File: src/rtl/sts_pkg.sv
package sts_pkg;

    localparam int DEF_PLOT_LEFT    = 20;
    localparam int DEF_PLOT_TOP     = 40;
    localparam int DEF_PLOT_COLUMNS = 280;
    localparam int DEF_PLOT_ROWS    = 160;

    localparam int SAMPLE_W = 12;
    localparam int FRAC_W   = 16;
    localparam int SMOOTH_W = SAMPLE_W + FRAC_W;
    localparam int GAIN_W   = 17;
    localparam logic [GAIN_W-1:0] GAIN_ONE   = GAIN_W'(65536);
    localparam logic [GAIN_W-1:0] GAIN_RESET = GAIN_W'(6554);

    localparam int COLX_W = 9;
    localparam int ROWY_W = 8;

    localparam int TEXT_PERIOD = 12;
    localparam int PHASE_W     = 4;

    // shared multiplier
    localparam int MUL_A_W = 30;
    localparam int MUL_B_W = 18;
    localparam int PROD_W  = MUL_A_W + MUL_B_W;

    // row scaling: h = ceil(ceil(v*N / 2^28) / 20), the last step by reciprocal
    localparam int ROW_SHIFT   = 28;
    localparam int ROW_DIV     = 20;
    localparam int RECIP_MUL   = 3277;
    localparam int RECIP_SHIFT = 16;

    typedef enum logic [1:0] {
        CMD_SAMPLE = 2'd0,
        CMD_RANGE  = 2'd1,
        CMD_FILTER = 2'd2,
        CMD_NONE   = 2'd3
    } cmd_t;

    localparam logic [1:0] RANGE_LAST = 2'd2;

    typedef enum logic [2:0] {
        OP_ACCEPT,
        OP_PREP,
        OP_MUL_FILT,
        OP_ADD_FILT,
        OP_MUL_ROW,
        OP_CEIL,
        OP_MUL_RECIP,
        OP_FINISH
    } op_t;

    typedef enum logic [1:0] {
        C_NEXT,
        C_IN,
        C_KEY,
        C_OUT
    } cond_t;

    localparam int UPC_W = 3;
    typedef logic [UPC_W-1:0] upc_t;

    typedef struct packed {
        op_t   op;
        cond_t cond;
        upc_t  target;
    } uword_t;

    typedef struct packed {
        logic in_valid;
        logic cmd_none;
        logic cmd_key;
        logic out_free;
    } seq_stat_t;

    typedef struct packed {
        op_t  op;
        logic exec;
    } seq_ctrl_t;

    function automatic uword_t ucode_rom(upc_t addr);
        uword_t w;
        unique case (addr)
            3'd0:    w = '{op: OP_ACCEPT,    cond: C_IN,   target: 3'd0};
            3'd1:    w = '{op: OP_PREP,      cond: C_KEY,  target: 3'd4};
            3'd2:    w = '{op: OP_MUL_FILT,  cond: C_NEXT, target: 3'd0};
            3'd3:    w = '{op: OP_ADD_FILT,  cond: C_NEXT, target: 3'd0};
            3'd4:    w = '{op: OP_MUL_ROW,   cond: C_NEXT, target: 3'd0};
            3'd5:    w = '{op: OP_CEIL,      cond: C_NEXT, target: 3'd0};
            3'd6:    w = '{op: OP_MUL_RECIP, cond: C_NEXT, target: 3'd0};
            default: w = '{op: OP_FINISH,    cond: C_OUT,  target: 3'd0};
        endcase
        return w;
    endfunction

    function automatic int range_factor(logic [1:0] r);
        int f;
        unique case (r)
            2'd1:    f = 33;
            2'd2:    f = 66;
            default: f = 20;
        endcase
        return f;
    endfunction

endpackage

File: src/rtl/scope_trace_sweep_unit.sv
// one item is in work at a time: a new sample or key is taken only after the last one's
// result is in the output register; samples run the whole 8-step microprogram, keys skip
//   the filter steps; one 30x18 multiplier is shared for filter, row scale and reciprocal
// the next item is taken while a finished result waits in the output register
// reset: synchronous, active low; gain 6554, filter on, range 0, sweep at left edge
module scope_trace_sweep_unit #(
    parameter int PLOT_LEFT    = sts_pkg::DEF_PLOT_LEFT,
    parameter int PLOT_TOP     = sts_pkg::DEF_PLOT_TOP,
    parameter int PLOT_COLUMNS = sts_pkg::DEF_PLOT_COLUMNS,
    parameter int PLOT_ROWS    = sts_pkg::DEF_PLOT_ROWS
) (
    input  logic                          aclk,
    input  logic                          aresetn,

    input  logic                          cfg_valid,
    output logic                          cfg_ready,
    input  logic [sts_pkg::GAIN_W-1:0]    cfg_data,

    input  logic                          s_valid,
    output logic                          s_ready,
    input  logic [1:0]                    s_cmd,
    input  logic [sts_pkg::SAMPLE_W-1:0]  s_sample,

    output logic                          m_valid,
    input  logic                          m_ready,
    output logic                          m_restart_frame,
    output logic                          m_draw_segment,
    output logic [sts_pkg::COLX_W-1:0]    m_from_x,
    output logic [sts_pkg::ROWY_W-1:0]    m_from_y,
    output logic [sts_pkg::COLX_W-1:0]    m_to_x,
    output logic [sts_pkg::ROWY_W-1:0]    m_to_y,
    output logic [sts_pkg::SAMPLE_W-1:0]  m_shown_value,
    output logic [1:0]                    m_range_now,
    output logic                          m_filter_now,
    output logic                          m_text_refresh
);
    import sts_pkg::*;

    localparam int COL_END  = PLOT_LEFT + PLOT_COLUMNS;
    localparam int COL_W    = $clog2(COL_END + 1);
    localparam int BOTTOM   = PLOT_TOP + PLOT_ROWS;
    localparam int ROW_W    = $clog2(BOTTOM + 1);
    localparam int HGT_W    = $clog2(PLOT_ROWS + 1);
    localparam int N_MAX    = 66 * PLOT_ROWS;
    localparam int Q1_W     = $clog2(N_MAX + 1);
    localparam int SAT_LIM  = ROW_DIV * (PLOT_ROWS - 1);
    localparam logic [PROD_W-1:0] CEIL_ADD = PROD_W'((64'd1 << ROW_SHIFT) - 64'd1);

    seq_stat_t stat;
    seq_ctrl_t ctrl;

    sts_useq u_useq (
        .aclk    (aclk),
        .aresetn (aresetn),
        .stat    (stat),
        .ctrl    (ctrl)
    );

    logic [GAIN_W-1:0]          gain_reg, gain_next;
    cmd_t                       cmd_reg, cmd_next;
    logic [SAMPLE_W-1:0]        sample_reg, sample_next;
    logic [SMOOTH_W-1:0]        smooth_reg, smooth_next;
    logic                       primed_reg, primed_next;
    logic                       fresh_reg, fresh_next;
    logic [COL_W-1:0]           sweep_reg, sweep_next;
    logic [COL_W-1:0]           prev_col_reg, prev_col_next;
    logic [ROWY_W-1:0]          prev_row_reg, prev_row_next;
    logic [1:0]                 range_reg, range_next;
    logic                       filter_reg, filter_next;
    logic [PHASE_W-1:0]         phase_reg, phase_next;
    logic signed [PROD_W-1:0]   prod_reg, prod_next;
    logic [Q1_W-1:0]            q1_reg, q1_next;
    logic                       sat_reg, sat_next;

    logic                       m_valid_reg, m_valid_next;
    logic                       restart_reg, restart_next;
    logic                       draw_reg, draw_next;
    logic [COLX_W-1:0]          from_x_reg, from_x_next;
    logic [ROWY_W-1:0]          from_y_reg, from_y_next;
    logic [COLX_W-1:0]          to_x_reg, to_x_next;
    logic [ROWY_W-1:0]          to_y_reg, to_y_next;
    logic [SAMPLE_W-1:0]        shown_reg, shown_next;
    logic [1:0]                 range_out_reg, range_out_next;
    logic                       filter_out_reg, filter_out_next;
    logic                       text_reg, text_next;

    logic                       out_free;
    logic                       fire;
    logic [SMOOTH_W-1:0]        samp_q;
    logic [GAIN_W-1:0]          gain_sat;
    logic signed [SMOOTH_W:0]   diff;
    logic signed [MUL_A_W-1:0]  mul_a;
    logic signed [MUL_B_W-1:0]  mul_b;
    logic signed [PROD_W-1:0]   rnd;
    logic signed [PROD_W-1:0]   step_val;
    logic [PROD_W-1:0]          ceil_sum;
    logic [Q1_W:0]              recip_x;
    logic [HGT_W-1:0]           hgt;
    logic [ROW_W-1:0]           row_full;
    logic [ROWY_W-1:0]          row;
    logic                       at_edge;
    logic [COL_W-1:0]           x_to;
    logic [COL_W-1:0]           x_from;

    assign out_free  = !m_valid_reg || m_ready;
    assign fire      = ctrl.exec;
    assign s_ready   = (ctrl.op == OP_ACCEPT);
    assign cfg_ready = 1'b1;

    always_comb begin
        stat.in_valid = s_valid;
        stat.cmd_none = (cmd_t'(s_cmd) == CMD_NONE);
        stat.cmd_key  = (cmd_reg != CMD_SAMPLE);
        stat.out_free = out_free;
    end

    // datapath helpers
    always_comb begin
        samp_q   = {sample_reg, {FRAC_W{1'b0}}};
        gain_sat = (gain_reg > GAIN_ONE) ? GAIN_ONE : gain_reg;
        diff     = $signed({1'b0, samp_q}) - $signed({1'b0, smooth_reg});
        rnd      = prod_reg + PROD_W'(32768);
        step_val = rnd >>> FRAC_W;
        ceil_sum = prod_reg + CEIL_ADD;
        recip_x  = {1'b0, q1_reg} + (Q1_W+1)'(ROW_DIV - 1);
        hgt      = sat_reg ? HGT_W'(PLOT_ROWS) : prod_reg[RECIP_SHIFT +: HGT_W];
        row_full = ROW_W'(BOTTOM) - ROW_W'(hgt);
        row      = ROWY_W'(row_full);
        at_edge  = (sweep_reg >= COL_W'(COL_END));
        x_to     = at_edge ? COL_W'(PLOT_LEFT) : sweep_reg;
        x_from   = at_edge ? COL_W'(PLOT_LEFT) : prev_col_reg;
    end

    // shared multiplier operand select
    always_comb begin
        mul_a = '0;
        mul_b = '0;
        unique case (ctrl.op)
            OP_MUL_FILT: begin
                mul_a = MUL_A_W'(diff);
                mul_b = $signed({1'b0, gain_sat});
            end
            OP_MUL_ROW: begin
                mul_a = $signed({{(MUL_A_W-SMOOTH_W){1'b0}}, smooth_reg});
                mul_b = MUL_B_W'(range_factor(range_reg) * PLOT_ROWS);
            end
            OP_MUL_RECIP: begin
                mul_a = $signed({{(MUL_A_W-Q1_W-1){1'b0}}, recip_x});
                mul_b = MUL_B_W'(RECIP_MUL);
            end
            default: begin
                mul_a = '0;
                mul_b = '0;
            end
        endcase
    end

    always_comb begin
        gain_next       = gain_reg;
        cmd_next        = cmd_reg;
        sample_next     = sample_reg;
        smooth_next     = smooth_reg;
        primed_next     = primed_reg;
        fresh_next      = fresh_reg;
        sweep_next      = sweep_reg;
        prev_col_next   = prev_col_reg;
        prev_row_next   = prev_row_reg;
        range_next      = range_reg;
        filter_next     = filter_reg;
        phase_next      = phase_reg;
        prod_next       = prod_reg;
        q1_next         = q1_reg;
        sat_next        = sat_reg;
        m_valid_next    = m_valid_reg && !m_ready;
        restart_next    = restart_reg;
        draw_next       = draw_reg;
        from_x_next     = from_x_reg;
        from_y_next     = from_y_reg;
        to_x_next       = to_x_reg;
        to_y_next       = to_y_reg;
        shown_next      = shown_reg;
        range_out_next  = range_out_reg;
        filter_out_next = filter_out_reg;
        text_next       = text_reg;

        if (cfg_valid) begin
            gain_next = cfg_data;
        end

        unique case (ctrl.op)
            OP_ACCEPT: begin
                if (fire) begin
                    cmd_next    = cmd_t'(s_cmd);
                    sample_next = s_sample;
                end
            end
            OP_PREP: begin
                fresh_next = 1'b0;
                unique case (cmd_reg)
                    CMD_RANGE: begin
                        range_next = (range_reg == RANGE_LAST) ? 2'd0 : range_reg + 2'd1;
                    end
                    CMD_FILTER: begin
                        filter_next = !filter_reg;
                        smooth_next = samp_q;
                        primed_next = 1'b1;
                    end
                    default: begin
                        if (!primed_reg) begin
                            fresh_next  = 1'b1;
                            smooth_next = samp_q;
                            primed_next = 1'b1;
                        end
                    end
                endcase
            end
            OP_MUL_FILT: begin
                prod_next = mul_a * mul_b;
            end
            OP_ADD_FILT: begin
                smooth_next = filter_reg ? smooth_reg + step_val[SMOOTH_W-1:0] : samp_q;
            end
            OP_MUL_ROW: begin
                prod_next = mul_a * mul_b;
            end
            OP_CEIL: begin
                q1_next  = ceil_sum[ROW_SHIFT +: Q1_W];
                sat_next = (ceil_sum[ROW_SHIFT +: Q1_W] > Q1_W'(SAT_LIM));
            end
            OP_MUL_RECIP: begin
                prod_next = mul_a * mul_b;
            end
            OP_FINISH: begin
                if (fire) begin
                    m_valid_next    = 1'b1;
                    shown_next      = smooth_reg[FRAC_W +: SAMPLE_W];
                    range_out_next  = range_reg;
                    filter_out_next = filter_reg;
                    prev_row_next   = row;
                    priority if (cmd_reg == CMD_SAMPLE) begin
                        restart_next  = at_edge;
                        draw_next     = 1'b1;
                        from_x_next   = COLX_W'(x_from);
                        from_y_next   = (at_edge || fresh_reg) ? row : prev_row_reg;
                        to_x_next     = COLX_W'(x_to);
                        to_y_next     = row;
                        text_next     = (phase_reg == '0);
                        phase_next    = (phase_reg == PHASE_W'(TEXT_PERIOD - 1)) ?
                                        '0 : phase_reg + PHASE_W'(1);
                        prev_col_next = x_to;
                        sweep_next    = x_to + COL_W'(1);
                    end else begin
                        restart_next  = 1'b1;
                        draw_next     = 1'b0;
                        from_x_next   = '0;
                        from_y_next   = '0;
                        to_x_next     = '0;
                        to_y_next     = '0;
                        text_next     = 1'b0;
                        prev_col_next = COL_W'(PLOT_LEFT);
                        sweep_next    = COL_W'(PLOT_LEFT);
                    end
                end
            end
            default: begin
                prod_next = prod_reg;
            end
        endcase
    end

    always_ff @(posedge aclk) begin
        if (!aresetn) begin
            gain_reg     <= GAIN_RESET;
            smooth_reg   <= '0;
            primed_reg   <= 1'b0;
            fresh_reg    <= 1'b0;
            sweep_reg    <= COL_W'(PLOT_LEFT);
            prev_col_reg <= COL_W'(PLOT_LEFT);
            prev_row_reg <= ROWY_W'(BOTTOM);
            range_reg    <= 2'd0;
            filter_reg   <= 1'b1;
            phase_reg    <= '0;
            cmd_reg      <= CMD_SAMPLE;
            m_valid_reg  <= 1'b0;
        end else begin
            gain_reg     <= gain_next;
            smooth_reg   <= smooth_next;
            primed_reg   <= primed_next;
            fresh_reg    <= fresh_next;
            sweep_reg    <= sweep_next;
            prev_col_reg <= prev_col_next;
            prev_row_reg <= prev_row_next;
            range_reg    <= range_next;
            filter_reg   <= filter_next;
            phase_reg    <= phase_next;
            cmd_reg      <= cmd_next;
            m_valid_reg  <= m_valid_next;
        end
    end

    // payload and scratch registers
    always_ff @(posedge aclk) begin
        sample_reg     <= sample_next;
        prod_reg       <= prod_next;
        q1_reg         <= q1_next;
        sat_reg        <= sat_next;
        restart_reg    <= restart_next;
        draw_reg       <= draw_next;
        from_x_reg     <= from_x_next;
        from_y_reg     <= from_y_next;
        to_x_reg       <= to_x_next;
        to_y_reg       <= to_y_next;
        shown_reg      <= shown_next;
        range_out_reg  <= range_out_next;
        filter_out_reg <= filter_out_next;
        text_reg       <= text_next;
    end

    assign m_valid         = m_valid_reg;
    assign m_restart_frame = restart_reg;
    assign m_draw_segment  = draw_reg;
    assign m_from_x        = from_x_reg;
    assign m_from_y        = from_y_reg;
    assign m_to_x          = to_x_reg;
    assign m_to_y          = to_y_reg;
    assign m_shown_value   = shown_reg;
    assign m_range_now     = range_out_reg;
    assign m_filter_now    = filter_out_reg;
    assign m_text_refresh  = text_reg;

endmodule

File: src/rtl/sts_useq.sv
module sts_useq (
    input  logic                  aclk,
    input  logic                  aresetn,
    input  sts_pkg::seq_stat_t    stat,
    output sts_pkg::seq_ctrl_t    ctrl
);
    import sts_pkg::*;

    upc_t   upc_reg;
    upc_t   upc_next;
    upc_t   upc_inc;
    uword_t uw;
    logic   exec;

    assign uw      = ucode_rom(upc_reg);
    assign upc_inc = upc_reg + upc_t'(1);

    always_comb begin
        upc_next = upc_inc;
        exec     = 1'b1;
        unique case (uw.cond)
            C_NEXT: begin
                upc_next = upc_inc;
            end
            C_IN: begin
                exec     = stat.in_valid;
                upc_next = (!stat.in_valid || stat.cmd_none) ? uw.target : upc_inc;
            end
            C_KEY: begin
                upc_next = stat.cmd_key ? uw.target : upc_inc;
            end
            C_OUT: begin
                exec     = stat.out_free;
                upc_next = stat.out_free ? uw.target : upc_reg;
            end
            default: begin
                upc_next = upc_inc;
            end
        endcase
    end

    always_comb begin
        ctrl.op   = uw.op;
        ctrl.exec = exec;
    end

    always_ff @(posedge aclk) begin
        if (!aresetn) begin
            upc_reg <= '0;
        end else begin
            upc_reg <= upc_next;
        end
    end

endmodule

File: config.mk
export PLATFORM = sky130hd
export DESIGN_NAME = scope_trace_sweep_unit
export DESIGN_NICKNAME = d
export VERILOG_FILES = /design/src/rtl/sts_pkg.sv /design/src/rtl/scope_trace_sweep_unit.sv /design/src/rtl/sts_useq.sv
export SDC_FILE = /design/constraint.sdc
export NUM_CORES = 2
export LEC_CHECK = 0
export BUFFER_PORTS_ARGS = -buffer_cell sky130_fd_sc_hd__clkbuf_2
export CAP_MARGIN = 10
export CORE_ASPECT_RATIO = 0.9
export CORE_UTILIZATION = 64
export CTS_CLUSTER_DIAMETER = 100
export CTS_CLUSTER_SIZE = 14
export DETAILED_ROUTE_END_ITERATION = 10
export GPL_ROUTABILITY_DRIVEN = 1
export PLACE_DENSITY = 0.82
export SLEW_MARGIN = 30
export SYNTH_ARGS = -nofsm -noshare
export SYNTH_HDL_FRONTEND = slang
export SYNTH_SLANG_ARGS = --single-unit
File: constraint.sdc
create_clock -name aclk -period 10.17 [get_ports aclk]
set_clock_uncertainty 0.15 [all_clocks]
set_input_delay 0.5085 -clock aclk [delete_from_list [all_inputs] [get_ports aclk]]
set_output_delay 0.5085 -clock aclk [all_outputs]
set_load 0.005 [all_outputs]
==> flow_summary.json <==
{
  "async_flop_share": 0,
  "die_h_um": 202,
  "grt_pass1_vias": 23900,
  "crit_end": "prod_reg[42]$_DFFE_PN_",
  "routed_wl_um": 79400,
  "gp_congestion": 1.02,
  "num-fill-cells": 3383,
  "ir_worst_vdd_mv": 0.138,
  "cell_internal_pwr_uw": 2140,
  "synth_area_per_cell_um2": 8.82,
  "synth_edf_count": 123,
  "hp-class": "in -> reg",
  "detail-route-antenna-nets": 0,
  "hold_viol_final": 0,
  "synth_ff_type": "edfxtp_1",
  "r2r-end": "prod_reg[42]$_DFFE_PN_",
  "hold_buffers": 0,
  "dr.pass1.iters": 6,
  "clock.fmax_mhz": 104,
  "endpoint_kind": "register",
  "p_leak_uw": 0.0143,
  "pwr-share-clk": 0.172,
  "tightest_slew_ns": 1.10,
  "insertion_delay_ns": 0.53,
  "combinationalPowerShare": 0.466,
  "grt_pass1_wl_um": 127000,
  "synth_fp_nets": 3926,
  "cts_tree": "built",
  "synth_cell_types": 80,
  "startpoint": "u_useq.upc_reg[1]$_SDFFE_PN0P_",
  "cts.path.max_buffers": 3,
  "clkTransAtPathRegs_ns": 0.08,
  "area_growth_syn_to_layout_pct": 6.21,
  "portBuffers": 89,
  "cts_root_buffer": "clkbuf_16",
  "relSlewSlack": 0.270,
  "period_minus_slack_ns": 9.62,
  "place_hpwl_um": 64100,
  "synth_largest_area_cell": "fa_1",
  "cp.arrival_ns": 9.74,
  "drc": 0,
  "syn-instance-count": 3236,
  "vias": 23200,
  "diodes": 0,
  "r2r_cells": 27,
  "cts_buffers": 18,
  "synth_top_area_frac": 0.320,
  "rsz0062_at_grt": "no",
  "die-area_mm2": 0.0454,
  "ys_seq_elements": 209,
  "yosysSeqAreaShare": 0.190,
  "grt_usage": 0.362,
  "fin_util": 0.687,
  "vias_per_cell": 5.96,
  "drt-initial-drc-count": 2393,
  "final.setup.tns_ns": 0,
  "yosysWarnings": 0,
  "layout_worst_path_cycle_share": 0.945,
  "cts.sinks": 209,
  "grt.overflow.total": 0,
  "core-area_mm2": 0.0441,
  "path_class": "reg -> reg",
  "reg2reg_slack_ns": 0.55,
  "setup_viol": 0,
  "p_seq_frac": 0.362,
  "cap_violations": 0,
  "start_util": 0.647,
  "io_pins": 91,
  "powerDensity_mw_per_mm2": 126,
  "wl_per_cell_um": 20.4,
  "cts_max_level": 1,
  "power_uw": 3830,
  "largest_reg_flops": 44,
  "start_kind": "register",
  "ctsResizeCount": 0,
  "cts_setup_buffers": 0,
  "rows": 73,
  "grt_max_degree": 61,
  "die_w_um": 225,
  "drv_slew": 0,
  "worstPathRequired_ns": 10.29,
  "switching_share": 0.442,
  "drive_gt1_frac": 0.0646,
  "switchingPower_uw": 1690,
  "antenna_found_initial": 1,
  "status": "finished, final reports clean",
  "reg2reg_from": "u_useq.upc_reg[1]$_SDFFE_PN0P_",
  "yosys-top-cells-area": "fa_1 32%, edfxtp_1 13%, ha_1 8.7%",
  "fin_nets": 3975,
  "crit_fanout": 14,
  "syn-cell-area_mm2": 0.0285
}
-- power by group through the flow --
| stage | Clock (uW) | Sequential (uW) | Combinational (uW) |
|---|---|---|---|
| 6_report | 659 | 1390 | 1780 |
| 5_1_grt | 690 | 1400 | 1930 |
| 4_1_cts | 658 | 1380 | 1750 |
| 3_5_place_dp | 0 | 1400 | 1740 |
| 3_3_place_gp | 0 | 1390 | 1660 |
| 2_1_floorplan | 0 | 1320 | 1230 |
-- layout by cell type, fill, tap and decap left out, drive strengths merged, types with 7 or more instances in the layout --
master	instances
xnor2	98
nand4	18
or2	8
fa	456
a221oi	9
o22ai	7
ha	198
buf	61
edfxtp	123
and3	31
xor2	41
mux2i	31
a21boi	7
a21oi	116
a211oi	12
clkbuf	120
nand2b	22
a31oi	14
nand3	48
nor3	37
nor4	17
dfxtp	86
o31ai	8
a21o	33
o21a	15
and2	22
nand2	392
or3	18
inv	642
a22oi	35
o21ai	75
nor2	397
o21bai	9
nor2b	17
-- worst min path at each step --
| stage | slack [ns] | endpoint | startpoint | depth (start not counted) |
|---|---|---|---|---|
| 6_report | 0.02 | sample_reg[11]$_DFFE_PP_ | s_sample[11] | 1 |
| 5_1_grt | 0.02 | sample_reg[6]$_DFFE_PP_ | s_sample[6] | 1 |
| 4_1_cts | 0.02 | sample_reg[11]$_DFFE_PP_ | s_sample[11] | 1 |
| 3_5_place_dp | 0.30 | prev_col_reg[8]$_SDFFE_PN0P_ | prev_col_reg[8]$_SDFFE_PN0P_ | 2 |
| 3_3_place_gp | 0.29 | prev_col_reg[6]$_SDFFE_PN0P_ | prev_col_reg[6]$_SDFFE_PN0P_ | 2 |
| 2_1_floorplan | 0.28 | prev_col_reg[8]$_SDFFE_PN0P_ | prev_col_reg[8]$_SDFFE_PN0P_ | 2 |
-- cell type report --
| cell class | count | area (um2) | share of cell area |
|---|---|---|---|
| Sequential cell | 209 | 5420 | 0.179 |
| Inverter | 642 | 2410 | 0.0795 |
| Clock buffer | 31 | 499 | 0.0165 |
| Timing Repair Buffer | 150 | 903 | 0.0298 |
| Clock inverter | 1 | 16.3 | 0.000537 |
| Tap cell | 600 | 751 | 0.0248 |
| Multi-Input combinational cell | 2264 | 20300 | 0.670 |
-- worst max-delay path, stage by stage (launching register included) --
cell and delay [ns]:
dfxtp_1 0.39, inv_1 0.10, ha_1 0.34, nand2b_1 0.28, or3_1 0.38, nor2_1 0.63, buf_4 0.33, a21o_1 0.54
nand2_1 0.16, fa_1 0.54, inv_1 0.06, fa_1 0.46, ha_1 0.33, fa_1 0.51, fa_1 0.55, inv_1 0.06
fa_1 0.53, inv_1 0.05, ha_1 0.36, a21oi_1 0.19, o21ai_0 0.11, nand2_1 0.09, o211ai_1 0.26, o32a_1 0.53
a211oi_1 0.65, o21ai_1 0.33, a311oi_1 0.39, xnor2_1 0.10
-- routing by layer --
metal | wire length, um | vias up | GRT usage
met5 | 0 | - | 0
met4 | 4470 | 0 | 0.175
met3 | 8240 | 316 | 0.0808
met2 | 37400 | 1273 | 0.583
met1 | 29300 | 11400 | 0.465
li1 | - | 10300 | -
-- stage by stage --
step | setup slack, ns | hold slack, ns | std cells | cell area [um2]
6_report | 0.554 | 0.0191 | 3897 | 30300
5_1_grt | 0.126 | 0.0181 | 3897 | 30300
4_1_cts | 0.664 | 0.0160 | 3897 | 30300
3_5_place_dp | 0.743 | 0.300 | 3865 | 29800
3_3_place_gp | 0.908 | 0.291 | 3865 | 29800
2_1_floorplan | 1.78 | 0.282 | 3236 | 28500
-- cell families (layout without fill, tap and decap cells) --
kind of cell,Yosys count,count (layout),synth area share
XOR/XNOR,139,139,0.0429
other,1,1,0.000131
AND/OR/NAND/NOR,1048,1048,0.159
flip-flops,209,209,0.190
buffers and inverters,763,824,0.101
multiplexers,32,32,0.0113
AO/OA/AOI/OAI,390,390,0.0892
adder cells (fa/ha/maj),654,654,0.407
-- synthesized netlist by cell type (all sizes together) (14+ instances only) --
master and number:
ha 198, xnor2 98, nand2 392, o21a 15, nor4 17, a21oi 116, xor2 41, fa 456
nor3 37, a22oi 35, clkbuf 108, or3 18, o21ai 75, a21o 33, nand3 48, inv 642
nor2 397, nand2b 22, nor2b 17, nand4 18, a31oi 14, dfxtp 86, edfxtp 123, and3 31
mux2i 31, and2 22
Note: power is estimated with default switching activity, not from simulation.
